File: config.mk
export PLATFORM = sky130hd
export DESIGN_NAME = quoted_field_splitter_core
export DESIGN_NICKNAME = d
export VERILOG_FILES = /design/src/rtl/qfs_pkg.sv /design/src/rtl/qfs_in_stage.sv /design/src/rtl/qfs_parser.sv /design/src/rtl/qfs_out_queue.sv /design/src/rtl/quoted_field_splitter_core.sv
export SDC_FILE = /design/constraint.sdc
export NUM_CORES = 1
export LEC_CHECK = 0
export BUFFER_PORTS_ARGS = -buffer_cell sky130_fd_sc_hd__buf_4
export CORE_ASPECT_RATIO = 2
export CORE_MARGIN = 2
export CORE_UTILIZATION = 61
export DETAILED_ROUTE_END_ITERATION = 8
export PLACE_DENSITY = 0.8
export SLEW_MARGIN = 40
export SYNTH_ARGS = -nofsm -noshare
export SYNTH_HDL_FRONTEND = slang
export SYNTH_SLANG_ARGS = --single-unit
File: constraint.sdc
create_clock -name clk_i -period 26.4 [get_ports clk_i]
set_clock_uncertainty 0.05 [all_clocks]
set_input_delay 5.28 -clock clk_i [delete_from_list [all_inputs] [get_ports clk_i]]
set_output_delay 5.28 -clock clk_i [all_outputs]
set_load 0.01 [all_outputs]
File: src/rtl/qfs_pkg.sv
// shared types, constants and codes of the quoted field splitter
`timescale 1ns / 1ps

package qfs_pkg;

  // string length limit and position width
  localparam int MaxLen = 65536;
  localparam int PosW   = $clog2(MaxLen + 1);

  // field widths
  localparam int ChW      = 8;
  localparam int StartW   = 16;
  localparam int LenW     = 17;
  localparam int TotW     = 16;
  localparam int CfgDataW = 16;
  localparam int CfgIdxW  = 1;

  // result queue depth and its fill count width
  localparam int QDepth = 2;
  localparam int FillW  = $clog2(QDepth + 1);

  // configuration register indexes
  localparam logic [CfgIdxW-1:0] CfgDelim  = 1'b0;
  localparam logic [CfgIdxW-1:0] CfgMaxTok = 1'b1;

  // reset values of the configuration registers
  localparam logic [ChW-1:0]    DelimReset  = 8'd44;
  localparam logic [StartW-1:0] MaxTokReset = '0;

  // special bytes
  localparam logic [ChW-1:0] ChSpace  = 8'h20;
  localparam logic [ChW-1:0] ChTab    = 8'h09;
  localparam logic [ChW-1:0] ChSquote = 8'h27;
  localparam logic [ChW-1:0] ChDquote = 8'h22;

  // record kinds
  localparam logic KindToken = 1'b0;
  localparam logic KindEnd   = 1'b1;

  // scanner modes
  typedef enum logic [2:0] {
    MODE_LEAD    = 3'd0,
    MODE_UNQ     = 3'd1,
    MODE_QUO     = 3'd2,
    MODE_AFTERQ  = 3'd3,
    MODE_DELIMS  = 3'd4,
    MODE_TRAILWS = 3'd5
  } mode_e;

  // one input item
  typedef struct packed {
    logic [ChW-1:0] ch;
    logic           last;
  } in_item_t;

  // one result item
  typedef struct packed {
    logic              kind;
    logic [StartW-1:0] token_start;
    logic [LenW-1:0]   token_length;
    logic [LenW-1:0]   stop_position;
    logic [TotW-1:0]   token_total;
    logic              overflow;
    logic              last_of_run;
  } rec_t;

  // records produced by one byte, in order, and how many are valid
  typedef struct packed {
    rec_t             r0;
    rec_t             r1;
    logic [FillW-1:0] n;
  } push_t;

endpackage

File: src/rtl/qfs_in_stage.sv
// input register of the quoted field splitter
`timescale 1ns / 1ps

module qfs_in_stage (
  input  logic              clk_i,
  input  logic              rst_ni,
  input  logic              in_valid_i,
  output logic              in_stall_o,
  input  qfs_pkg::in_item_t item_i,
  input  logic              adv_i,
  output logic              vld_o,
  output qfs_pkg::in_item_t item_o
);

  logic              vld_q, vld_d;
  qfs_pkg::in_item_t item_q;
  logic              take;

  // hold while the registered item cannot move on
  assign in_stall_o = vld_q & ~adv_i;
  assign take       = in_valid_i & ~in_stall_o;

  always_comb begin
    vld_d = vld_q;
    if (take) begin
      vld_d = 1'b1;
    end else if (adv_i) begin
      vld_d = 1'b0;
    end
  end

  // control
  always_ff @(posedge clk_i or negedge rst_ni) begin
    if (!rst_ni) begin
      vld_q <= 1'b0;
    end else begin
      vld_q <= vld_d;
    end
  end

  // payload
  always_ff @(posedge clk_i) begin
    if (take) begin
      item_q <= item_i;
    end
  end

  assign vld_o  = vld_q;
  assign item_o = item_q;

endmodule

File: src/rtl/qfs_parser.sv
// scanner state, configuration registers and per-byte record builder
`timescale 1ns / 1ps

module qfs_parser (
  input  logic                          clk_i,
  input  logic                          rst_ni,
  input  logic                          cfg_we_i,
  input  logic [qfs_pkg::CfgIdxW-1:0]   cfg_index_i,
  input  logic [qfs_pkg::CfgDataW-1:0]  cfg_wdata_i,
  input  qfs_pkg::in_item_t             item_i,
  input  logic                          adv_i,
  output qfs_pkg::push_t                push_o
);

  // configuration
  logic [qfs_pkg::ChW-1:0]    delim_q;
  logic [qfs_pkg::StartW-1:0] max_tok_q;

  // scanner state
  qfs_pkg::mode_e             mode_q, mode_d;
  logic [qfs_pkg::PosW-1:0]   pos_q, pos_d;
  logic [qfs_pkg::PosW-1:0]   fstart_q, fstart_d;
  logic [qfs_pkg::PosW-1:0]   fend_q, fend_d;
  logic                       dq_q, dq_d;
  logic [qfs_pkg::TotW-1:0]   ntok_q, ntok_d;
  logic                       stopped_q, stopped_d;
  logic [qfs_pkg::PosW-1:0]   stop_at_q, stop_at_d;
  logic                       ovf_q, ovf_d;

  // intermediate values after the byte itself
  qfs_pkg::mode_e             t_mode;
  logic [qfs_pkg::PosW-1:0]   t_fstart, t_fend, t_stop_at, t_pos;
  logic                       t_dq, t_stopped, t_ovf;
  logic [qfs_pkg::TotW-1:0]   t_ntok;

  logic [qfs_pkg::ChW-1:0]    c, qc;
  logic [qfs_pkg::PosW-1:0]   p_inc;
  logic                       in_range, blank, is_quote, is_delim, limit_hit, lead_go;
  logic                       emit_a, emit_b, tok_emit;
  logic [qfs_pkg::PosW-1:0]   a_len, b_len, tok_len, stop_pos;
  qfs_pkg::rec_t              tok_rec, end_rec;

  // byte classification
  assign c         = item_i.ch;
  assign p_inc     = pos_q + qfs_pkg::PosW'(1);
  assign in_range  = pos_q < qfs_pkg::PosW'(qfs_pkg::MaxLen);
  assign blank     = (c == qfs_pkg::ChSpace) || (c == qfs_pkg::ChTab);
  assign is_quote  = (c == qfs_pkg::ChSquote) || (c == qfs_pkg::ChDquote);
  assign is_delim  = (c == delim_q);
  assign qc        = dq_q ? qfs_pkg::ChDquote : qfs_pkg::ChSquote;
  assign limit_hit = (max_tok_q != '0) && (ntok_q >= max_tok_q);

  // mode step for the current byte
  always_comb begin
    t_mode    = mode_q;
    t_fstart  = fstart_q;
    t_fend    = fend_q;
    t_dq      = dq_q;
    t_stopped = stopped_q;
    t_stop_at = stop_at_q;
    emit_a    = 1'b0;
    a_len     = '0;
    lead_go   = 1'b0;
    if (in_range && !stopped_q) begin
      unique case (mode_q)
        qfs_pkg::MODE_LEAD: begin
          lead_go = ~blank;
        end
        qfs_pkg::MODE_UNQ: begin
          if (is_delim) begin
            emit_a = fend_q > fstart_q;
            a_len  = fend_q - fstart_q;
            t_mode = qfs_pkg::MODE_DELIMS;
          end else if (!blank) begin
            t_fend = p_inc;
          end
        end
        qfs_pkg::MODE_QUO: begin
          if (c == qc) begin
            emit_a = pos_q > fstart_q;
            a_len  = pos_q - fstart_q;
            t_mode = qfs_pkg::MODE_AFTERQ;
          end
        end
        qfs_pkg::MODE_AFTERQ: begin
          if (is_delim) begin
            t_mode = qfs_pkg::MODE_DELIMS;
          end
        end
        qfs_pkg::MODE_DELIMS, qfs_pkg::MODE_TRAILWS: begin
          // a delimiter run continues, otherwise skip blanks, stop at the token limit or open the next field
          if (!(mode_q == qfs_pkg::MODE_DELIMS && is_delim)) begin
            if (blank) begin
              t_mode = qfs_pkg::MODE_TRAILWS;
            end else if (limit_hit) begin
              t_stopped = 1'b1;
              t_stop_at = pos_q;
              t_mode    = qfs_pkg::MODE_TRAILWS;
            end else begin
              lead_go = 1'b1;
            end
          end
        end
        default: begin
          t_mode = mode_q;
        end
      endcase
      // field opens on a non-blank byte
      if (lead_go) begin
        if (is_quote) begin
          t_dq     = (c == qfs_pkg::ChDquote);
          t_fstart = p_inc;
          t_mode   = qfs_pkg::MODE_QUO;
        end else begin
          t_fstart = pos_q;
          if (is_delim) begin
            t_fend = pos_q;
            t_mode = qfs_pkg::MODE_DELIMS;
          end else begin
            t_fend = p_inc;
            t_mode = qfs_pkg::MODE_UNQ;
          end
        end
      end
    end
  end

  // end of string: pending field, counters and records
  always_comb begin
    t_pos  = in_range ? p_inc : pos_q;
    t_ovf  = ovf_q | ~in_range;
    emit_b = 1'b0;
    b_len  = '0;
    if (item_i.last && !t_stopped) begin
      if (t_mode == qfs_pkg::MODE_UNQ && t_fend > t_fstart) begin
        emit_b = 1'b1;
        b_len  = t_fend - t_fstart;
      end else if (t_mode == qfs_pkg::MODE_QUO && t_pos > t_fstart) begin
        emit_b = 1'b1;
        b_len  = t_pos - t_fstart;
      end
    end
    tok_emit = emit_a | emit_b;
    tok_len  = emit_a ? a_len : b_len;
    t_ntok   = (tok_emit && ntok_q != '1) ? ntok_q + qfs_pkg::TotW'(1) : ntok_q;
    stop_pos = t_stopped ? t_stop_at : t_pos;

    tok_rec               = '0;
    tok_rec.kind          = qfs_pkg::KindToken;
    tok_rec.token_start   = t_fstart[qfs_pkg::StartW-1:0];
    tok_rec.token_length  = qfs_pkg::LenW'(tok_len);
    tok_rec.last_of_run   = ~item_i.last;

    end_rec               = '0;
    end_rec.kind          = qfs_pkg::KindEnd;
    end_rec.stop_position = qfs_pkg::LenW'(stop_pos);
    end_rec.token_total   = t_ntok;
    end_rec.overflow      = t_ovf;
    end_rec.last_of_run   = 1'b1;

    push_o.r0 = tok_emit ? tok_rec : end_rec;
    push_o.r1 = end_rec;
    push_o.n  = qfs_pkg::FillW'(tok_emit) + qfs_pkg::FillW'(item_i.last);
  end

  // next state, rearmed after the last byte
  always_comb begin
    if (item_i.last) begin
      mode_d    = qfs_pkg::MODE_LEAD;
      pos_d     = '0;
      fstart_d  = '0;
      fend_d    = '0;
      dq_d      = 1'b0;
      ntok_d    = '0;
      stopped_d = 1'b0;
      stop_at_d = '0;
      ovf_d     = 1'b0;
    end else begin
      mode_d    = t_mode;
      pos_d     = t_pos;
      fstart_d  = t_fstart;
      fend_d    = t_fend;
      dq_d      = t_dq;
      ntok_d    = t_ntok;
      stopped_d = t_stopped;
      stop_at_d = t_stop_at;
      ovf_d     = t_ovf;
    end
  end

  // configuration registers
  always_ff @(posedge clk_i or negedge rst_ni) begin
    if (!rst_ni) begin
      delim_q   <= qfs_pkg::DelimReset;
      max_tok_q <= qfs_pkg::MaxTokReset;
    end else if (cfg_we_i) begin
      if (cfg_index_i == qfs_pkg::CfgDelim) begin
        delim_q <= cfg_wdata_i[qfs_pkg::ChW-1:0];
      end else if (cfg_index_i == qfs_pkg::CfgMaxTok) begin
        max_tok_q <= cfg_wdata_i[qfs_pkg::StartW-1:0];
      end
    end
  end

  // scanner state registers
  always_ff @(posedge clk_i or negedge rst_ni) begin
    if (!rst_ni) begin
      mode_q    <= qfs_pkg::MODE_LEAD;
      pos_q     <= '0;
      fstart_q  <= '0;
      fend_q    <= '0;
      dq_q      <= 1'b0;
      ntok_q    <= '0;
      stopped_q <= 1'b0;
      stop_at_q <= '0;
      ovf_q     <= 1'b0;
    end else if (adv_i) begin
      mode_q    <= mode_d;
      pos_q     <= pos_d;
      fstart_q  <= fstart_d;
      fend_q    <= fend_d;
      dq_q      <= dq_d;
      ntok_q    <= ntok_d;
      stopped_q <= stopped_d;
      stop_at_q <= stop_at_d;
      ovf_q     <= ovf_d;
    end
  end

endmodule

File: src/rtl/qfs_out_queue.sv
// two-entry result queue that takes up to two records and gives one a cycle when popped
`timescale 1ns / 1ps

module qfs_out_queue (
  input  logic                         clk_i,
  input  logic                         rst_ni,
  input  logic                         push_en_i,
  input  qfs_pkg::push_t               push_i,
  input  logic                         pop_i,
  output qfs_pkg::rec_t                head_o,
  output logic [qfs_pkg::FillW-1:0]    fill_o
);

  logic [qfs_pkg::FillW-1:0] fill_q, fill_d, rem;
  logic [qfs_pkg::FillW-1:0] n_in;
  qfs_pkg::rec_t             s0_q, s0_d, s1_q, s1_d;

  assign n_in = push_en_i ? push_i.n : '0;
  assign rem  = fill_q - qfs_pkg::FillW'(pop_i);

  // shift out the head, then append behind what remains
  always_comb begin
    s0_d = s0_q;
    s1_d = s1_q;
    if (pop_i) begin
      s0_d = s1_q;
    end
    if (n_in != '0) begin
      if (rem == '0) begin
        s0_d = push_i.r0;
        s1_d = push_i.r1;
      end else begin
        s1_d = push_i.r0;
      end
    end
    fill_d = rem + n_in;
  end

  // fill count
  always_ff @(posedge clk_i or negedge rst_ni) begin
    if (!rst_ni) begin
      fill_q <= '0;
    end else begin
      fill_q <= fill_d;
    end
  end

  // record slots
  always_ff @(posedge clk_i) begin
    s0_q <= s0_d;
    s1_q <= s1_d;
  end

  assign head_o = s0_q;
  assign fill_o = fill_q;

endmodule

File: src/rtl/quoted_field_splitter_core.sv
// top level of the quoted field splitter
//
//  channel | direction | handshake              | payload
//  in      | to block  | in_valid_i / in_stall_o | in_ch_i, in_last_i
//  out     | from block| out_valid_o / out_stall_i| kind, token start and length, end record
//  cfg     | to block  | cfg_we_i               | cfg_index_i, cfg_wdata_i
//
// one byte is taken per cycle unless stalled; its records pass the input register and the
// result queue before they are read out; a byte that closes a field and ends the string
// gives two records; the pair only enters an empty result queue, so with a free-running
// output the input can stall; it stalls only when the registered item's records
// do not fit in the result queue, never directly on out_stall_i
// reset clears the scanner, the configuration, the input register and the result queue
`timescale 1ns / 1ps

module quoted_field_splitter_core (
  input  logic                          clk_i,
  input  logic                          rst_ni,
  input  logic                          cfg_we_i,
  input  logic [qfs_pkg::CfgIdxW-1:0]   cfg_index_i,
  input  logic [qfs_pkg::CfgDataW-1:0]  cfg_wdata_i,
  input  logic                          in_valid_i,
  output logic                          in_stall_o,
  input  logic [qfs_pkg::ChW-1:0]       in_ch_i,
  input  logic                          in_last_i,
  output logic                          out_valid_o,
  input  logic                          out_stall_i,
  output logic                          out_kind_o,
  output logic [qfs_pkg::StartW-1:0]    out_token_start_o,
  output logic [qfs_pkg::LenW-1:0]      out_token_length_o,
  output logic [qfs_pkg::LenW-1:0]      out_stop_position_o,
  output logic [qfs_pkg::TotW-1:0]      out_token_total_o,
  output logic                          out_overflow_o,
  output logic                          out_last_of_run_o
);

  qfs_pkg::in_item_t         in_item, item_q;
  logic                      item_vld, adv, pop;
  qfs_pkg::push_t            push;
  qfs_pkg::rec_t             head;
  logic [qfs_pkg::FillW-1:0] fill;

  assign in_item.ch   = in_ch_i;
  assign in_item.last = in_last_i;

  // input register
  qfs_in_stage u_in (
    .clk_i      (clk_i),
    .rst_ni     (rst_ni),
    .in_valid_i (in_valid_i),
    .in_stall_o (in_stall_o),
    .item_i     (in_item),
    .adv_i      (adv),
    .vld_o      (item_vld),
    .item_o     (item_q)
  );

  // scanner
  qfs_parser u_parser (
    .clk_i       (clk_i),
    .rst_ni      (rst_ni),
    .cfg_we_i    (cfg_we_i),
    .cfg_index_i (cfg_index_i),
    .cfg_wdata_i (cfg_wdata_i),
    .item_i      (item_q),
    .adv_i       (adv),
    .push_o      (push)
  );

  // the registered item moves on when its records fit in the queue
  assign adv = item_vld && (push.n <= (qfs_pkg::FillW'(qfs_pkg::QDepth) - fill));
  assign pop = out_valid_o & ~out_stall_i;

  // result queue
  qfs_out_queue u_outq (
    .clk_i     (clk_i),
    .rst_ni    (rst_ni),
    .push_en_i (adv),
    .push_i    (push),
    .pop_i     (pop),
    .head_o    (head),
    .fill_o    (fill)
  );

  assign out_valid_o         = (fill != '0);
  assign out_kind_o          = head.kind;
  assign out_token_start_o   = head.token_start;
  assign out_token_length_o  = head.token_length;
  assign out_stop_position_o = head.stop_position;
  assign out_token_total_o   = head.token_total;
  assign out_overflow_o      = head.overflow;
  assign out_last_of_run_o   = head.last_of_run;

  // queue never holds more than its depth
  a_fill_bound: assert property (@(posedge clk_i) disable iff (!rst_ni)
    fill <= qfs_pkg::FillW'(qfs_pkg::QDepth))
    else $error("result queue overfilled");

  // a pair of records only enters an empty queue
  a_pair_empty: assert property (@(posedge clk_i) disable iff (!rst_ni)
    adv && push.n == qfs_pkg::FillW'(2) |-> fill == '0)
    else $error("record pair pushed into busy queue");

  // end records always close the run of their byte
  a_end_last: assert property (@(posedge clk_i) disable iff (!rst_ni)
    out_valid_o && out_kind_o == qfs_pkg::KindEnd |-> out_last_of_run_o)
    else $error("end record not last of run");

  // empty fields are never reported
  a_tok_len: assert property (@(posedge clk_i) disable iff (!rst_ni)
    out_valid_o && out_kind_o == qfs_pkg::KindToken |-> out_token_length_o != '0)
    else $error("zero-length token record");

endmodule

* Word level (Yosys, flattened, before mapping)
Index checks and enable logic that the tools add are counted.
** Word-level totals
- Memory bits (writable) :: 0
- Register bits :: 264
- Memory bits (read-only) :: 0
- Output and inout port bits :: 71
- Input bits :: 31
- Word-level logic and storage cells :: 172
- Latch bits :: 0
- Memories :: 0
** Cells by class
- Div/mod/pow operators :: 0
- Add/subtract/negate cells :: 10
- Shift-type cells :: 0
- Magnitude comparators :: 7
- Multipliers :: 0
- Multiplexer cells :: 74
- Bitwise logic cells :: 12
- Eq/ne operators :: 14
- Reduce and logical (&&, ||, !) cells :: 26
** Operators with widths (count)
- $mux 17 :: 28
- $mux 69 :: 4
- $gt 17x17->1 :: 4
- $sub 17x17->17 :: 4
- $mux 35 :: 1
- $pmux 17 s2 :: 1
- $mux 3 :: 11
- $mux 16 :: 2
- $eq 8x6->1 const B :: 3
- $mux 1 :: 23
- $add 17x1->17 const B :: 1
- $lt 17x17->1 const B :: 1
- $add 16x1->16 const B :: 1
- $eq 8x8->1 :: 2
- $ge 16x16->1 :: 1
- $ne 16x16->1 const B :: 1
- $reduce_bool 16->1 :: 1
- $reduce_bool 2->1 :: 6
- $eq 3x2->1 const B :: 3
- $pmux 3 s3 :: 1
- $eq 8x4->1 const B :: 1
- $logic_and 1x1->1 :: 8
- $not 1->1 :: 7
- $eq 3x1->1 const B :: 2
- other kinds (17) :: 26

* Depth between registers and ports, before layout
- Depth in word-level cells :: 23
- Mapped depth :: 39
- Gate-level depth less buffers :: 36

* By module
Synthesis repeated with hierarchy kept, for this count alone.
** Unflattened totals
- Cell total of the unflattened synthesis :: 1918
- Area, all modules :: 18601.6 µm²
** Modules (own cells, without submodules)
- qfs_parser :: area an instance 12076.6 µm², sequential area each 2856.5 µm², instances 1, cells an instance 1509
- qfs_out_queue :: area an instance 6118.4 µm², sequential area each 3503.4 µm², instances 1, cells an instance 383
- qfs_in_stage :: area an instance 327.8 µm², sequential area each 295.3 µm², instances 1, cells an instance 14
- quoted_field_splitter_core :: area an instance 78.8 µm², sequential area each 0.0 µm², instances 1, cells an instance 12

* Worst setup path after synthesis
Ideal clock, no wire load.
- Kind :: register -> output
- From :: reg u_parser.ntok_q[9] in the netlist's numbering
- To :: out in_stall_o
- Stages on the path, launching flop included :: 33
- Slack :: 14908 ps
- Path buffers :: 4
- Data required time :: 21070 ps
- Data arrival time :: 6162 ps
- Cell sequence :: dfrtp_1 > ha_1 > a21o_1 > a221o_1 > a21o_1 > o31a_1 > buf_6 > nor2_1 > o21ai_0 > clkbuf_1 > nand2_1 > o31ai_1 > ha_1 > a21o_1 > a21oi_1 > nand2b_1 > nand2b_1 > nor2b_1 > or2_1 > a2111oi_2 > nor2_1 > a21oi_2 > o21a_4 > inv_2 > buf_6 > buf_2 > ha_1 > ha_1 > nor2b_1 > o21ai_0 > inv_1 > nand2_1 > inv_1
** On the way
- Longest elaborated chain between the ends :: 20
- Elaborated cells between the ends (all ways) :: 39
- Those cells by class :: add/sub: 1; order compare: 4; eq/ne: 2; mux: 23; bitwise: 3; reduce/logical: 6
** RTL lines
- start, declared :: RTL line qfs_parser.sv:25 : logic [qfs_pkg::TotW-1:0] ntok_q, ntok_d;
- start signal, assigned :: RTL line qfs_parser.sv:223 : ntok_q <= ntok_d;
- $ge 16x16->1 * :: RTL line qfs_parser.sv:51 : assign limit_hit = (max_tok_q != '0) && (ntok_q >= max_tok_q);
- $logic_and 1x1->1 * :: RTL line qfs_parser.sv:51
- $mux 1 :: RTL line qfs_parser.sv:95 : end else if (limit_hit) begin
- $mux 1 :: RTL line qfs_parser.sv:93 : if (blank) begin
- $mux 1 :: RTL line qfs_parser.sv:92 : if (!(mode_q == qfs_pkg::MODE_DELIMS && is_delim)) begin
- $pmux 1 s2 :: RTL line qfs_parser.sv:65 : unique case (mode_q)
- $mux 1 :: RTL line qfs_parser.sv:64 : if (in_range && !stopped_q) begin
- $mux 17 / $mux 3 (equally long branches) :: RTL line qfs_parser.sv:109 : if (lead_go) begin
- [... 4 more ...]
- $mux 1 :: RTL line qfs_parser.sv:135 : if (t_mode == qfs_pkg::MODE_UNQ && t_fend > t_fstart) begin
- $mux 1 * :: RTL line qfs_parser.sv:134 : if (item_i.last && !t_stopped) begin
- $or 1x1->1 * :: RTL line qfs_parser.sv:143 : tok_emit = emit_a | emit_b;
- $add 1x1->2 * :: RTL line qfs_parser.sv:163 : push_o.n = qfs_pkg::FillW'(tok_emit) + qfs_pkg::FillW'(item_i.last);
- $le 2x2->1 * :: RTL line quoted_field_splitter_core.sv:71 : assign adv = item_vld && (push.n <= (qfs_pkg::FillW'(qfs_pkg::QDepth) - fill));
- $logic_and 1x1->1 * :: RTL line quoted_field_splitter_core.sv:71
- $not 1->1 * :: RTL line qfs_in_stage.sv:20 : assign in_stall_o = vld_q & ~adv_i;
- $and 1x1->1 * :: RTL line qfs_in_stage.sv:20
- end, declared :: RTL line quoted_field_splitter_core.sv:23 : output logic in_stall_o,
Every way passes the cells marked *; elsewhere a longest branch is shown, timed or not. The select of a mux whose other input is x is not followed.

* Worst setup path in the final report
- From :: reg u_parser.ntok_q[13] in the netlist's numbering
- To :: out in_stall_o
Same word-level chain as after synthesis.

==> flow_summary_export.csv <==
group,metric,value,unit
setup_path,crit_top_cell,"ha_1",
route,ant_nets,0,
route,wl_per_cell,28.56,um
route,wirelength,66.29,mm
global_routing,met3_usage,0.08929,
setup_path,cp.required,21.07,ns
route,first_pass_iters,6,
timing,finalCritPeriodShare,0.5335,
logic_synthesis,synth.top_cell.area_share,0.1637,
global_routing,grt_use_total,0.4407,
global_routing,busiest_layer,"met2",
global_routing,grt_pass1_wl,97.28,mm
logic_synthesis,synth_area_leaders,"dfrtp_1 (16%), edfxtp_1 (13%), dfxtp_1 (7.9%)",
cts,clockBufferDepth,3,
outcome,status,"complete, no violations",
pwr,p_leak,0.008372,uW
placement,port_buffers,101,
logic_synthesis,syn_area,17430,um^2
flow_run,maxCapViolations,0,
timing,setup_viol_count_final,0,
cells_and_area,nets,2071,
logic_synthesis,synthCells,1911,
pwr,powerDensity,136.2,nW/um^2
worst_hold_path,hp-class,"flop to flop",
cts,clkSinkCount,264,
setup_path,crit_path_top_delay_cell,"o31a_1",
cts,cts_buffers,25,
timing,max_freq,70.99,MHz
logic_synthesis,synth_compound_area_frac,0.2128,
logic_synthesis,synthMuxAreaShare,0.07029,
setup_path,crit_buf_inv,6,
setup_path,cpPeakStageDelay,0.64,ns
cts,clk_latency,0.57,ns
cells_and_area,drive_above_1_share,0.1329,
logic_synthesis,yosysWarningCount,0,
logic_synthesis,synth-seq-cells,264,
logic_synthesis,async_reset_ff_frac,0.4432,
global_routing,met2_usage,0.7424,
floorplanning,io_pins,102,
route,drc,0,
timing,period_minus_slack,14.09,ns
pwr,ir_drop,170.1,uV
logic_synthesis,ys_types,105,
cells_and_area,layout_common_cells,"nor2_1 (136), nand2_1 (135), o21ai_0 (133), buf_4 (121), dfrtp_1 (114)",
logic_synthesis,synth-edff-count,78,
timing,finalSetupTns,0,ns
timing,rsz0062_at_grt,"false",
global_routing,grt_use_met1,0.4363,
logic_synthesis,synthFlopType,"dfrtp_1",
cts,cts_tree,"yes",
floorplanning,die_w,123.5,um
global_routing,grt_pass1_vias,15880,
route,vias,16160,
timing,hold_ws,0.4659,ns
route,via_per_inst,6.963,
global_routing,grt-ovfl-total,0,
logic_synthesis,syn_avg_cell_area,9.120,um^2
logic_synthesis,synth_top_family_by_area,"compound AO/OA/AOI/OAI gates",
timing,tightestPinTransition,0.9043,ns
setup_path,cp_data_arrival_time,8.76,ns
cts,cts_setup_buffers,0,
pwr,p_total,2622,uW
timing,max_slew_margin,0.3935,
logic_synthesis,synth_nets,2037,
route,drt_iter0_drc,1816,
cells_and_area,areaGrowthSynthToFinish,10.43,%
setup_path,endpoint_kind,"output port",
setup_path,worst-path-max-fanout,36,
cts,clock-root-buffer,"clkbuf_16",
logic_synthesis,yosysTopAreaCell,"dfrtp_1",
setup_path,r2r_setup_slack,16.26,ns
global_routing,grt_max_degree,108,
floorplanning,row_count,87,
logic_synthesis,synth-simple-area-share,0.1653,
setup_path,worstSetupStartpointType,"flop",
setup_path,path_class,"flop to output port",
cts,cts_hold_buf,0,
global_routing,antenna_found_initial,0,
logic_synthesis,yosys.area_share.adder,0.07050,
setup_path,critPathTopFamily,"compound AO/OA/AOI/OAI gates",
cells_and_area,final_common_cell,"nor2_1",
cts,htree_levels,1,
floorplanning,initial_core_util,0.6182,
cells_and_area,final_area,19250,um^2
floorplanning,die_area,30020,um^2
logic_synthesis,synth_xor_xnor_area_share,0.05205,
placement,placed_area,18400,um^2
logic_synthesis,ys_seq_area_frac,0.3819,
cts,cts.clk_slew.worst_paths,0.07,ns
floorplanning,core,28190,um^2
placement,gp_congestion,1.093,
timing,slew_violations,0,
cts,cts_resized,0,
placement,hpwl,49.43,mm
timing,hold_violations,0,
floorplanning,die_h,243.0,um
## final timing paths
check / startpoint / end / depth (start not counted)
max: u_parser.ntok_q[13] / in_stall_o / 31
min: u_parser.stop_at_q[13] / u_parser.stop_at_q[13] / 2
max reg2reg: u_parser.ntok_q[13] / u_outq.head_o[43] / 33
min reg2reg: u_parser.stop_at_q[13] / u_parser.stop_at_q[13] / 2
max in group asynchronous: rst_ni / u_parser.ntok_q[10] / 2
min in group asynchronous: rst_ni / u_parser.fstart_q[5] / 1
## cell usage after synthesis, types with 6 or more instances
cell,n
a211oi_1,18
a21o_1,32
a21oi_1,103
a221oi_1,6
a22o_1,24
a22oi_1,18
a31oi_1,18
a41o_1,10
and2_1,28
and3_1,16
buf_1,12
buf_2,12
clkbuf_1,88
dfrtp_1,114
dfxtp_1,69
edfxtp_1,78
ha_1,91
inv_1,79
mux2_2,34
mux2i_1,83
nand2_1,138
nand2b_1,22
nand3_1,79
nand4_1,26
nor2_1,139
nor2b_1,20
nor3_1,25
nor4_1,14
o211ai_1,7
o21a_1,11
o21ai_0,138
o21ai_1,32
o21bai_1,8
o221ai_1,8
o22ai_1,40
o31a_1,6
o31ai_1,15
or3_1,24
xnor2_1,48
xor2_1,50
## flip-flops by register name, indices dropped and copies added, names as in the netlist, 2 cells and up
register	count
u_in.item_o	9
u_outq.fill_o	2
u_outq.head_o	69
u_outq.s1_q	69
u_parser.delim_q	8
u_parser.fend_q	17
u_parser.fstart_q	17
u_parser.max_tok_q	16
u_parser.mode_q	3
u_parser.ntok_q	16
u_parser.pos_q	17
u_parser.stop_at_q	17
## power breakdown
group / total [uW] / leakage, uW / internal (uW) / switching (uW)
Sequential: 676 / 0.00290 / 599 / 76.9
Clock: 371 / 0.000401 / 204 / 167
Combinational: 1580 / 0.00507 / 523 / 1050
Total: 2620 / 0.00837 / 1330 / 1300
## metal layers
| metal | share of wire | vias up |
|---|---|---|
| li1 | - | 7085 |
| met2 | 0.49 | 948 |
| met1 | 0.31 | 7775 |
| met5 | 0 | - |
| met4 | 0.12 | 0 |
| met3 | 0.079 | 354 |
## kinds of logic after synthesis
family	after synthesis
and+or+nand+nor	571
AOI/OAI and AO/OA	558
DFF	264
buffers and inverters	203
muxes	118
xor gates and xnor gates	101
adders and majority gates	96
## stage by stage
step	instances	setup slack, ns	util
after floorplan	1911	14.91	-
after global placement	2272	12.82	0.6503
after detailed placement	2273	13.02	0.6526
after CTS	2319	12.32	0.6816
after global routing	2320	11.65	0.6826
final	2321	12.31	0.6826
## area by class of cell
cell class                      instances  area (um^2)
Fill cell                            2258         8947
Antenna cell                            1        2.502
Inverter                               83        311.5
Timing Repair Buffer                  127         1001
Tap cell                              356        445.4
Clock inverter                         11        133.9
Sequential cell                       264         6655
Multi-Input combinational cell       1444        10010
Clock buffer                           35        683.2
## worst reg2reg max path, delay by kind of cell, from the launching register on
kind,cells,cell delay (ns)
adders and majority gates,4,1.30
and+or+nand+nor,12,2.58
buffers and inverters,5,1.85
muxes,1,0.41
AOI/OAI and AO/OA,11,3.36
DFF,1,0.49
Note: power is estimated with default switching activity, not from simulation.
